File: src/rtl/core/crc16a_pkg.sv
package crc16a_pkg;

  localparam int unsigned CrcWidth = 16;

  localparam logic [CrcWidth-1:0] StartValue = 16'hFFFF;
  localparam logic [CrcWidth-1:0] PolyReset  = 16'h1021;

  // one pipeline register's contents passed to the next stage
  typedef struct packed {
    logic                valid;
    logic [CrcWidth-1:0] value;
  } crc16a_xfer_t;

  // eight MSB-first bit steps of the augmented shift register
  function automatic logic [CrcWidth-1:0] shift8(
    input logic [CrcWidth-1:0] rem_in,
    input logic [7:0]          bits,
    input logic [CrcWidth-1:0] poly
  );
    logic [CrcWidth-1:0] r;
    logic                msb;
    r = rem_in;
    for (int k = 0; k < 8; k++) begin
      msb = r[CrcWidth-1];
      r = {r[CrcWidth-2:0], bits[7-k]} ^ (msb ? poly : '0);
    end
    return r;
  endfunction

endpackage

File: src/rtl/core/crc16a_byte_stage.sv
module crc16a_byte_stage
  import crc16a_pkg::*;
(
  input  logic                clk,
  input  logic                rst,
  input  logic [CrcWidth-1:0] poly,
  input  logic                in_valid,
  output logic                in_stall,
  input  logic [7:0]          data_byte,
  input  logic                byte_present,
  input  logic                end_of_message,
  input  logic                dn_stall,
  output crc16a_xfer_t        dn
);

  logic                s1_valid;
  logic [7:0]          s1_byte;
  logic                s1_present;
  logic                s1_end;
  logic [CrcWidth-1:0] remainder;
  logic [CrcWidth-1:0] remainder_next;
  logic [CrcWidth-1:0] rem_byte;
  logic                a1_valid;
  logic [CrcWidth-1:0] a1_value;
  logic                a1_take;
  logic                s1_go;
  logic                s1_take;

  assign rem_byte = s1_present ? shift8(remainder, s1_byte, poly) : remainder;

  assign a1_take  = !a1_valid || !dn_stall;
  // non-end items retire here; end items need room in the augment pipe
  assign s1_go    = s1_valid && (!s1_end || a1_take);
  assign s1_take  = !s1_valid || s1_go;
  assign in_stall = !s1_take;

  assign remainder_next = s1_end ? StartValue : rem_byte;

  always_ff @(posedge clk) begin
    if (rst) begin
      s1_valid  <= 1'b0;
      a1_valid  <= 1'b0;
      remainder <= StartValue;
    end else begin
      if (s1_take) begin
        s1_valid <= in_valid;
      end
      if (a1_take) begin
        a1_valid <= s1_go && s1_end;
      end
      if (s1_go) begin
        remainder <= remainder_next;
      end
    end
  end

  always_ff @(posedge clk) begin
    if (s1_take) begin
      s1_byte    <= data_byte;
      s1_present <= byte_present;
      s1_end     <= end_of_message;
    end
    if (a1_take) begin
      a1_value <= rem_byte;
    end
  end

  assign dn.valid = a1_valid;
  assign dn.value = a1_value;

endmodule

File: src/rtl/core/crc16a_zero_stage.sv
module crc16a_zero_stage
  import crc16a_pkg::*;
(
  input  logic                clk,
  input  logic                rst,
  input  logic [CrcWidth-1:0] poly,
  input  crc16a_xfer_t        up,
  output logic                up_stall,
  input  logic                dn_stall,
  output crc16a_xfer_t        dn
);

  logic                vld;
  logic [CrcWidth-1:0] value;
  logic                take;

  assign take     = !vld || !dn_stall;
  assign up_stall = !take;

  always_ff @(posedge clk) begin
    if (rst) begin
      vld <= 1'b0;
    end else if (take) begin
      vld <= up.valid;
    end
  end

  // one augmentation zero byte
  always_ff @(posedge clk) begin
    if (take) begin
      value <= shift8(up.value, 8'h00, poly);
    end
  end

  assign dn.valid = vld;
  assign dn.value = value;

endmodule

File: src/rtl/core/crc16_augmented_msb_first.sv
// Augmented CRC-16, MSB first, with a programmable generator polynomial
// (x^16 implied, 0x1021 after reset). The remainder starts at 0xFFFF. Each
// input transfer with byte_present set shifts data_byte in MSB first; a
// transfer with end_of_message set then shifts in two zero bytes, delivers the
// 16-bit remainder on crc_value, and reloads 0xFFFF for the next message. An
// end transfer without a byte gives the CRC of the bytes sent so far (the
// empty message right after reset). Transfers with neither flag do nothing.
// One transfer is taken per cycle unless in_stall is high; an end transfer
// passes the input register, byte step, then one zero byte per stage, the last
// stage being the output register. Only end transfers produce output; others
// retire after the byte step. Write the polynomial only while the pipe is
// empty; cfg_ready is always high and the new value applies to the next bit.
module crc16_augmented_msb_first
  import crc16a_pkg::*;
(
  input  logic                clk,
  input  logic                rst,
  // configuration write
  input  logic                cfg_valid,
  output logic                cfg_ready,
  input  logic [CrcWidth-1:0] cfg_data,
  // message input
  input  logic                in_valid,
  output logic                in_stall,
  input  logic [7:0]          data_byte,
  input  logic                byte_present,
  input  logic                end_of_message,
  // result output
  output logic                out_valid,
  input  logic                out_stall,
  output logic [CrcWidth-1:0] crc_value
);

  logic [CrcWidth-1:0] poly;
  crc16a_xfer_t        byte_to_z1;
  crc16a_xfer_t        z1_to_z2;
  crc16a_xfer_t        z2_out;
  logic                z1_stall;
  logic                z2_stall;

  assign cfg_ready = 1'b1;

  always_ff @(posedge clk) begin
    if (rst) begin
      poly <= PolyReset;
    end else if (cfg_valid && cfg_ready) begin
      poly <= cfg_data;
    end
  end

  // input register, running remainder, byte step
  crc16a_byte_stage u_byte (
    .clk            (clk),
    .rst            (rst),
    .poly           (poly),
    .in_valid       (in_valid),
    .in_stall       (in_stall),
    .data_byte      (data_byte),
    .byte_present   (byte_present),
    .end_of_message (end_of_message),
    .dn_stall       (z1_stall),
    .dn             (byte_to_z1)
  );

  // first augmentation byte
  crc16a_zero_stage u_zero1 (
    .clk      (clk),
    .rst      (rst),
    .poly     (poly),
    .up       (byte_to_z1),
    .up_stall (z1_stall),
    .dn_stall (z2_stall),
    .dn       (z1_to_z2)
  );

  // second augmentation byte, doubles as the output register
  crc16a_zero_stage u_zero2 (
    .clk      (clk),
    .rst      (rst),
    .poly     (poly),
    .up       (z1_to_z2),
    .up_stall (z2_stall),
    .dn_stall (out_stall),
    .dn       (z2_out)
  );

  assign out_valid = z2_out.valid;
  assign crc_value = z2_out.value;

endmodule

File: config.mk
export PLATFORM = sky130hd
export DESIGN_NAME = crc16_augmented_msb_first
export DESIGN_NICKNAME = d
export VERILOG_FILES = /design/src/rtl/core/crc16a_pkg.sv /design/src/rtl/core/crc16a_byte_stage.sv /design/src/rtl/core/crc16a_zero_stage.sv /design/src/rtl/core/crc16_augmented_msb_first.sv
export SDC_FILE = /design/constraint.sdc
export NUM_CORES = 1
export LEC_CHECK = 0
export BUFFER_PORTS_ARGS = -buffer_cell sky130_fd_sc_hd__buf_2
export CAP_MARGIN = 20
export CELL_PAD_IN_SITES_DETAIL_PLACEMENT = 1
export CELL_PAD_IN_SITES_GLOBAL_PLACEMENT = 2
export CORE_MARGIN = 10
export CORE_UTILIZATION = 34
export CTS_CLUSTER_DIAMETER = 30
export CTS_CLUSTER_SIZE = 24
export DETAILED_ROUTE_END_ITERATION = 6
export PLACE_DENSITY = 0.88
export SETUP_SLACK_MARGIN = 0.05
export SYNTH_ARGS = -nofsm -noshare
export SYNTH_HDL_FRONTEND = slang
export SYNTH_SLANG_ARGS = --single-unit
File: constraint.sdc
create_clock -name clk -period 3.72 [get_ports clk]
set_input_delay 0.372 -clock clk [delete_from_list [all_inputs] [get_ports clk]]
set_output_delay 0.372 -clock clk [all_outputs]
set_load 0.1 [all_outputs]
==> results of run 1 <==
cells in the final DEF (no fill, tap or decap), types with 6 or more instances in the layout:
cell	count
nand2_1	316
xnor2_1	220
buf_4	157
edfxtp_1	58
buf_2	50
xnor2_2	47
nand3_1	46
nor2_1	44
xor2_1	38
o21ai_0	37
a21oi_1	33
dfxtp_1	31
o211ai_1	27
buf_6	26
mux2i_1	24
a21oi_2	19
nand2_4	19
nand2_2	18
nand2b_1	15
buf_12	13
clkbuf_16	12
mux2_4	11
xnor2_4	11
o32a_1	11
nor3_1	10
o21a_1	10
inv_1	8
mux2_2	8
o21ai_1	7
nor2b_1	6
nand3b_1	6
o21ai_2	6
registers in the layout, indices dropped and copies added (netlist names), 8 cells and up:
name	cells
u_byte.a1_value	16
u_zero2.value	16
poly	16
u_zero1.value	16
u_byte.remainder	16
u_byte.s1_byte	8
timing repair:
item	4_1_cts	5_1_grt
pin swaps	36	82
resized for setup	66	177
setup buffers	13	23
setup endpoints to repair	63	64
gates cloned	2	5
metal layers:
layer,wire length [µm],vias up,global-route usage [%]
met5,0,-,0
met4,1400,0,6.11
met3,1580,97,2.68
met2,20500,317,33.4
met1,16200,5208,21.7
li1,-,4816,-
power by group:
group / total [mW] / leakage [nW] / switching, mW / internal, mW
Clock: 0.994 / 0.147 / 0.518 / 0.477
Sequential: 1.95 / 0.894 / 0.207 / 1.74
Combinational: 14.1 / 4.47 / 7.35 / 6.70
Total: 17.0 / 5.51 / 8.07 / 8.92
final cells by class:
cell class | count | area share (%)
clock buffer | 9 | 1.61
clock inverter | 7 | 0.529
inverter | 10 | 0.269
multi-input combinational | 1127 | 61.2
sequential | 94 | 17.7
tap | 390 | 3.50
timing repair buffer | 252 | 15.2
how the worst min path moves through the flow:
stage / from / cells after the start / slack, ns / to
after detailed placement: u_zero1.vld / 2 / 0.46 / u_zero2.vld
after global routing: data_byte[1] / 1 / 0.16 / u_byte.s1_byte[1]
after global placement: u_zero1.vld / 2 / 0.45 / u_zero2.vld
final: data_byte[0] / 1 / 0.17 / u_byte.s1_byte[0]
after CTS: data_byte[1] / 1 / 0.17 / u_byte.s1_byte[1]
after floorplan: u_zero1.vld / 2 / 0.43 / u_zero2.vld
logic make-up after synthesis:
group           count (synthesis)
other cells                     1
compound gates                219
simple gates                  533
flops                          94
buf+inv                       126
mux                            45
xor+xnor                      328
metrics by stage:
step	instances	total power, mW
5_1_grt	1889	17.9
3_3_place_gp	1830	12.6
4_1_cts	1861	14.7
2_1_floorplan	1346	9.71
6_report	1889	17.0
3_5_place_dp	1830	12.9
==> flow_summary_export.csv, run 1 <==
group,metric,value,unit
logic_synthesis,adder_cell_fraction_of_synth_area,0,%
run_status,violations,"setup timing",
route,post_drt_via_cell_ratio,5.53,
logic_synthesis,synthSimpleGateAreaFrac,22.7,%
sta,grt_setup_unrepaired,"true",
logic_synthesis,synth.distinct_cells,79,
final_layout,final_util,46.7,%
logic_synthesis,synth_sequential_area_ratio,23.7,%
sta,fmax,0.248,GHz
logic_synthesis,dominantRegCellSynth,"edfxtp_1",
cts,cts_root_cell,"clkbuf_16",
place,placed_cell_area,12000,µm²
route,ant_nets,0,
route,num_vias,10438,
grt,grt.total_usage,18.5,%
final_layout,antenna-diode-count,0,
logic_synthesis,syn_area,10400,µm²
sta,setup_violations,47,
place,io_buffer_count,48,
die,top_level_ports,50,
route,first_pass_iters,5,
critical_path,timing.critical_path.max_delay_family,"compound AO/OA/AOI/OAI gates",
critical_path,timing.critical_path.slowest_stage_cell,"o21ai_0",
cts,clk_path_buf_depth,2,
logic_synthesis,synth_top_area_cells,"xnor2_1 (23%), edfxtp_1 (17%), nand2_1 (12%), dfxtp_1 (6.9%), xor2_1 (3.7%)",
sta,finalWorstSetupSlack,-0.314,ns
grt,grt_remaining_overflow,0,
critical_path,setup.worst_path.start_class,"flip-flop",
pwr,leakage,5.51,nW
logic_synthesis,synth-compound-area-share,14.7,%
sta,timing.max_slew.rel_slack,24.7,%
logic_synthesis,ys_ff_latch,94,
sta,max_slew.worst_pin.slew,1.13,ns
worst_hold_path,hold_path.class,"in2reg",
cts,clock_latency_on_the_worst_skew_pair,0.37,ns
critical_path,cp.depth,18,
logic_synthesis,synth_top_family_by_area,"XOR/XNOR gates",
route,drcViolationCount,0,
critical_path,timing.rr.start,"poly[15]",
sta,layout_worst_path_cycle_share,108,%
logic_synthesis,most_frequent_cell_after_synthesis,"nand2_1",
sta,fin_crit,4.03,ns
logic_synthesis,synthesis.instances,1346,
critical_path,critical_path.endpoint,"u_byte.a1_value[14]",
cts,post_cts_hold_buffer_count,0,
critical_path,r2r.worst_path.cells,18,
sta,timing_hold_violations_final,0,
logic_synthesis,synth.top_cells.by_count,"nand2_1 (343), xnor2_1 (268), clkbuf_1 (59), edfxtp_1 (58), a21oi_1 (52)",
cts,htree_num_levels,3,
grt,grt_antenna_before_repair,0,
critical_path,startpoint,"poly[15]",
pwr,worst_voltage_drop_across_the_vdd_grid,0.000664,V
final_layout,final.fill_count,3507,
sta,finalHoldWorstSlack,0.170,ns
critical_path,worstReg2RegEnd,"u_byte.a1_value[14]",
final_layout,post-route-cell-area,14000,µm²
critical_path,cp.arrival,4.15,ns
place,placement.setup.worst_slack,-0.294,ns
place,place_congestion,0.883,
final_layout,multiInputGateArea,8540,µm²
pwr,power-per-cell-area,1220,nW/µm²
critical_path,crit_type,"reg2reg",
sta,timing_max_transition_violations_final,0,
cts,tritoncts,"built",
critical_path,timing.critical_path.required,3.84,ns
final_layout,final_layout_size_suffix_gt1_share,31.8,%
critical_path,max_stage_delay,0.46,ns
logic_synthesis,edff_count_synth,58,
route,detail_route.wirelength,39.7,mm
logic_synthesis,synth_nets,1377,
place,dp_hpwl,26.1,mm
run_status,run_status,"finished, violations left",
route,drt_first_iter_violations,641,
grt,grt_pass1_wl,57.9,mm
logic_synthesis,ys.warnings.count,0,
die,floorplan.die.width,195,µm
grt,first_global_vias,10573,
sta,setup_tns,-10.25,ns
critical_path,path_common_cell,"buf_6",
die,core_area,29900,µm²
die,start_util,34.8,%
die,die-height,195,µm
route,wire_per_inst,21.0,µm
critical_path,r2r_slack,-0.31,ns
cts,clkTransAtPathRegs,0.08,ns
logic_synthesis,synthXorXnorAreaFrac,29.1,%
logic_synthesis,largest_area_contributor_in_the_synthesized_netlist,"xnor2_1",
die,rows,63,
logic_synthesis,asyncSetResetFlopFracSynth,0,%
critical_path,critical_path_peak_fanout,8,
logic_synthesis,synth_top_area_share,22.6,%
cts,numCtsBuffers,9,
final_layout,register_area,2470,µm²
final_layout,syn2layout_area_growth,34.2,%
sta,clock_skew,0.00908,ns
flow_run,timing.max_cap.violations,0,
grt,pin_count_of_the_biggest_net_entering_global_routing,34,
critical_path,end_kind,"flip-flop",
logic_synthesis,post_synth.cell_area_avg,7.72,µm²
critical_path,cp.buffers_inverters,6,
cts,numClockSinks,94,
logic_synthesis,synthMuxAreaShare,4.59,%
die,die-area,38000,µm²
critical_path,crit_path_cell_trace,"buf_12, mux2_4, a221oi_4, buf_6, buf_6, xor2_4, a211oi_2, buf_4, o21ai_0, a22oi_4, xnor2_2, mux2i_1, a22oi_2, buf_6, buf_12, nand2_2, xnor2_2, mux2_2",
final_layout,nNetsFinal,1525,
No activity file was read; power rests on OpenSTA's default activity.
==> inputs of run 2 (changes only) <==
CORE_UTILIZATION = 39   (was 34)
CTS_BUF_LIST = sky130_fd_sc_hd__clkbuf_4   (was unset)
PLACE_DENSITY = 0.94   (was 0.88)
clock period = 4.1 ns   (was 3.72 ns; I/O delays follow)
==> run 2 against run 1 <==
Effect of this change:
- the run now ends clean
- maximum frequency up 0.43%
- clock power is 39% lower
- non-clock buffer count shrank 104
==> flow_summary_export.csv, run 2 (synthesis gave the netlist of run 1 again) <==
group,metric,value,unit
route,wire_per_inst,19.2,µm
pwr,report.power.total,11.9,mW
pwr,worst_voltage_drop_across_the_vdd_grid,0.000426,V
final_layout,nNetsFinal,1420,
place,io_buffer_count,48,
final_layout,final_util,45.5,%
sta,clock_skew,0.0308,ns
route,num_vias,9685,
route,first_pass_iters,5,
sta,fmax,0.249,GHz
sta,timing_max_transition_violations_final,0,
grt,grt_antenna_before_repair,1,
worst_hold_path,whs_endpoint,"u_byte.s1_byte[4]",
cts,tritoncts,"built",
grt,grt_pass1_wl,52.6,mm
critical_path,crit_type,"reg2reg",
critical_path,setup.worst_path.start_class,"flip-flop",
cts,post_cts_hold_buffer_count,0,
worst_hold_path,hold_path.class,"in2reg",
sta,fin_crit,4.02,ns
final_layout,most-common-layout-cells,"nand2_1 (342), xnor2_1 (251), buf_4 (90)",
cts,clkTransAtPathRegs,0.19,ns
die,floorplan.die.width,183,µm
route,detail_route.wirelength,33.2,mm
die,rows,59,
die,core_area,26100,µm²
route,drcViolationCount,0,
route,post_drt_via_cell_ratio,5.60,
final_layout,final_layout_size_suffix_gt1_share,19.1,%
grt,grt.total_usage,19.2,%
critical_path,timing.rr.start,"poly[15]",
critical_path,end_kind,"flip-flop",
die,die-height,183,µm
pwr,leakage,4.46,nW
final_layout,syn2layout_area_growth,14.4,%
cts,numClockSinks,94,
sta,timing_hold_violations_final,0,
run_status,run_status,"finished, final reports clean",
place,placed_cell_area,11300,µm²
place,place_congestion,0.865,
route,drt_first_iter_violations,625,
sta,grt_setup_unrepaired,"true",
sta,max_slew.worst_pin.slew,0.960,ns
place,dp_hpwl,24.5,mm
route,ant_nets,0,
cts,cts_root_cell,"clkbuf_4",
die,die-area,33600,µm²
critical_path,critical_path_peak_fanout,11,
flow_run,timing.max_cap.violations,0,
die,start_util,39.8,%
cts,numCtsBuffers,9,
cts,clk_path_buf_depth,2,
cts,htree_num_levels,3,
sta,setup_violations,0,
grt,grt_remaining_overflow,0,
critical_path,cp.arrival,4.29,ns
grt,first_global_vias,9848,
critical_path,worstReg2RegEnd,"u_byte.a1_value[1]",
critical_path,r2r_slack,0.08,ns
sta,setup_tns,0,ns
grt,pin_count_of_the_biggest_net_entering_global_routing,48,
sta,timing.max_slew.rel_slack,35.8,%
pwr,power-per-cell-area,1000,nW/µm²
final_layout,post-route-cell-area,11900,µm²
cts,clock_latency_on_the_worst_skew_pair,0.52,ns
final_layout,final_common_cell,"nand2_1",
sta,layout_worst_path_cycle_share,98.0,%
worst_hold_path,hold_depth,1,
critical_path,r2r.worst_path.cells,15,
die,top_level_ports,50,
worst_hold_path,worst_hold_startpoint,"data_byte[4]",
critical_path,timing.critical_path.required,4.37,ns
==> run 2: cell types whose count changed in the layout (fill, tap and decap cells not counted), moves of 9 or more <==
| cell | change |
|---|---|
| a21oi_1 | +16 |
| a21oi_2 | -16 |
| buf_4 | -67 |
| buf_6 | -23 |
| clkbuf_16 | -10 |
| clkbuf_4 | +9 |
| nand2_1 | +26 |
| nand2_4 | -19 |
| xnor2_1 | +31 |
| xnor2_2 | -25 |
==> run 2: cell type report <==
type                            count  area, µm²
Fill cell                        3243      14200
Multi-Input combinational cell   1126       7710
Sequential cell                    94       2470
Timing Repair Buffer              148       1100
Tap cell                          335        419
Clock inverter                      7       92.6
Clock buffer                        9       67.6
Inverter                           10       37.5
Antenna cell                        1       2.50
==> run 2: where the power goes <==
part / internal (mW) / switching, mW / leakage [nW]
clock: 0.202 / 0.400 / 0.0872
sequential: 1.58 / 0.172 / 0.894
combinational: 4.19 / 5.39 / 3.48
==> run 2: critical path, cell delays in order, from the launching register on <==
cell	delay, ns
dfxtp_4	0.42
clkbuf_16	0.16
buf_6	0.14
and3b_2	0.22
a221oi_4	0.34
xnor2_4	0.22
mux2_4	0.37
and3_4	0.20
a2111o_1	0.30
and4b_4	0.21
xnor2_4	0.26
buf_12	0.17
nand2_2	0.07
xnor2_2	0.26
xnor2_2	0.13
mux2_2	0.28
==> run 2: per-stage QoR <==
stage	cells	hold WS [ns]	setup WS [ns]
finish	1730	0.0592	0.0837
detailed placement	1696	0.465	-0.0184
global placement	1696	0.445	0.00386
floorplan	1346	0.429	0.112
CTS	1714	0.0134	0.0670
global route	1730	0.0109	-0.0283
==> run 2: layer usage <==
metal / track usage, % / vias up / part of all wire, %
met1: 23.0 / 4814 / 43
met3: 2.89 / 55 / 3.8
li1: - / 4615 / -
met2: 34.7 / 201 / 51
met5: 0 / - / 0
met4: 5.25 / 0 / 2.2
==> run 2: worst max-delay path by stage <==
stage	cells after the start	to	start
after global routing	16	u_byte.a1_value[1]	poly[15]
after detailed placement	14	u_byte.a1_value[7]	poly[15]
after global placement	15	u_byte.a1_value[7]	poly[15]
final	15	u_byte.a1_value[1]	poly[15]
after CTS	14	u_byte.a1_value[1]	poly[15]
after floorplan	4	u_byte.s1_byte[0]	u_zero2.vld
==> run 2: timing repair <==
action / in CTS / in global routing
cloned: 0 / 2
pin swaps: 0 / 18
endpoints found under the setup margin: 28 / 53
setup buffers: 2 / 13
resized for setup: 4 / 45
==> inputs of run 3 (changes only) <==
HOLD_SLACK_MARGIN = 0.12   (was unset)
==> run 3 against run 2 <==
Effect of this change:
- sequential cell count unchanged
- design area up 2.0%
- first-iteration DRC count up 10%
- combinational power about the same
- core utilization up 0.92 points
- global-route usage up 0.45 points
- critical path type unchanged
- critical endpoint unchanged
- highest routed layer unchanged
==> flow_summary_export.csv, run 3 (synthesis gave the netlist of run 1 again) <==
group,metric,value,unit
cts,numCtsBuffers,9,
cts,clock_latency_on_the_worst_skew_pair,0.52,ns
die,die-height,183,µm
final_layout,nNetsFinal,1444,
route,wire_per_inst,19.4,µm
critical_path,crit_path_cell_trace,"clkbuf_16, buf_6, and3b_2, a221oi_4, xnor2_4, mux2_4, and3_4, a2111o_1, and4b_4, xnor2_4, buf_12, nand2_2, xnor2_2, xnor2_2, mux2_2",
route,drcViolationCount,0,
critical_path,setup.worst_path.start_class,"flip-flop",
critical_path,max_stage_delay,0.42,ns
cts,htree_num_levels,3,
die,start_util,39.8,%
run_status,run_status,"finished, final reports clean",
critical_path,crit_type,"reg2reg",
critical_path,cp.arrival,4.29,ns
grt,pin_count_of_the_biggest_net_entering_global_routing,48,
place,place_congestion,0.865,
sta,timing_max_transition_violations_final,0,
pwr,power_report.internal_total,5.98,mW
critical_path,critical_path_peak_fanout,11,
die,rows,59,
sta,setup_tns,0,ns
die,core_area,26100,µm²
sta,fmax,0.249,GHz
die,die-area,33600,µm²
pwr,leakage,4.56,nW
worst_hold_path,hold_path.class,"in2reg",
pwr,power.switching_fraction,50.0,%
critical_path,timing.critical_path.max_delay_family,"XOR/XNOR gates",
die,top_level_ports,50,
cts,numClockSinks,94,
sta,setup_violations,0,
pwr,p_comb_share,80.3,%
sta,fin_crit,4.02,ns
route,first_pass_iters,5,
sta,grt_setup_unrepaired,"true",
route,ant_nets,0,
pwr,worst_voltage_drop_across_the_vdd_grid,0.000424,V
route,drt_first_iter_violations,688,
sta,timing_hold_violations_final,0,
sta,max_slew.worst_pin.slew,0.975,ns
cts,clk_path_buf_depth,2,
grt,grt_remaining_overflow,0,
final_layout,most-common-layout-cells,"nand2_1 (342), xnor2_1 (251), buf_4 (90)",
sta,layout_worst_path_cycle_share,98.0,%
place,io_buffer_count,48,
final_layout,final_util,46.4,%
critical_path,timing.critical_path.slowest_stage_cell,"dfxtp_4",
sta,timing.max_slew.rel_slack,35.0,%
pwr,power-per-cell-area,985,nW/µm²
sta,clock_skew,0.0334,ns
route,num_vias,9825,
grt,grt_antenna_before_repair,1,
grt,first_global_vias,9978,
cts,tritoncts,"built",
final_layout,final_layout_size_suffix_gt1_share,18.8,%
die,floorplan.die.width,183,µm
final_layout,syn2layout_area_growth,16.8,%
grt,grt.total_usage,19.6,%
place,placed_cells_incl_taps,1696,
final_layout,layout.cells.non_filler,1754,
pwr,power.share.sequential,14.6,%
final_layout,final_common_cell,"nand2_1",
critical_path,timing.critical_path.required,4.37,ns
flow_run,timing.max_cap.violations,0,
pwr,clock_power_share,5.1,%
final_layout,post-route-cell-area,12100,µm²
route,post_drt_via_cell_ratio,5.60,
grt,grt_pass1_wl,53.7,mm
critical_path,end_kind,"flip-flop",
place,dp_hpwl,24.5,mm
route,detail_route.wirelength,34.0,mm
place,placed_cell_area,11300,µm²
cts,cts_root_cell,"clkbuf_4",
cts,clkTransAtPathRegs,0.19,ns
critical_path,cp.buffers_inverters,3,
pwr,switchingPower,5.97,mW
-- run 3: cell count changes in the layout (fill, tap and decap cells not counted), sizes merged --
cell,change
dlygate4sd3,+24
-- run 3: area by class of cell --
type	count	area (µm²)
clock inverters	7	92.6
multi-input cells	1126	7710
clock buffers	9	67.6
flip-flops and latches	94	2470
fillers	3212	14000
well taps	335	419
repair buffers	172	1340
diodes	1	2.50
inverters	10	37.5
-- run 3: what timing repair did --
item / CTS / global route
hold endpoints to repair: 24 / 0
pin swaps: 0 / 18
cloned: 0 / 2
endpoints found under the setup margin: 28 / 53
resized for setup: 4 / 45
buffers inserted: 2 / 13
hold buffers: 24 / 0
-- run 3: per-layer routing --
metal	GRT usage, %	share of wire [%]	routed length, µm
met4	5.08	2.2	747
met3	3.02	3.6	1230
met1	23.4	43	14500
met2	35.7	52	17600
met5	0	0	0
-- run 3: final timing paths --
path	slack, ns	depth (start not counted)	start	endpoint
max	0.08	15	poly[15]	u_byte.a1_value[1]
max reg2reg	0.08	15	poly[15]	u_byte.a1_value[1]
min	0.15	3	cfg_data[9]	poly[9]
min reg2reg	0.52	2	u_zero1.vld	u_zero2.vld
-- run 3: through the flow --
step | setup WS [ns] | hold slack (ns) | power, mW
2_1_floorplan | 0.112 | 0.429 | 8.81
3_3_place_gp | 0.00386 | 0.445 | 10.6
3_5_place_dp | -0.0184 | 0.465 | 10.8
4_1_cts | 0.0670 | 0.124 | 11.5
5_1_grt | -0.0282 | 0.152 | 12.8
6_report | 0.0833 | 0.153 | 12.0
-- run 3: worst reg2reg max path: stages (launching register included) --
cell	delay [ns]
dfxtp_4	0.42
clkbuf_16	0.16
buf_6	0.14
and3b_2	0.22
a221oi_4	0.34
xnor2_4	0.22
mux2_4	0.37
and3_4	0.20
a2111o_1	0.30
and4b_4	0.21
xnor2_4	0.26
buf_12	0.17
nand2_2	0.08
xnor2_2	0.27
xnor2_2	0.14
mux2_2	0.28
-- run 3: power by group through the flow --
| stage | clock, mW | sequential, mW | combinational [mW] |
|---|---|---|---|
| 6_report | 0.605 | 1.75 | 9.60 |
| 5_1_grt | 0.646 | 1.77 | 10.4 |
| 4_1_cts | 0.618 | 1.74 | 9.12 |
| 3_5_place_dp | 0 | 1.77 | 9.06 |
| 3_3_place_gp | 0 | 1.75 | 8.81 |
| 2_1_floorplan | 0 | 2.32 | 6.48 |
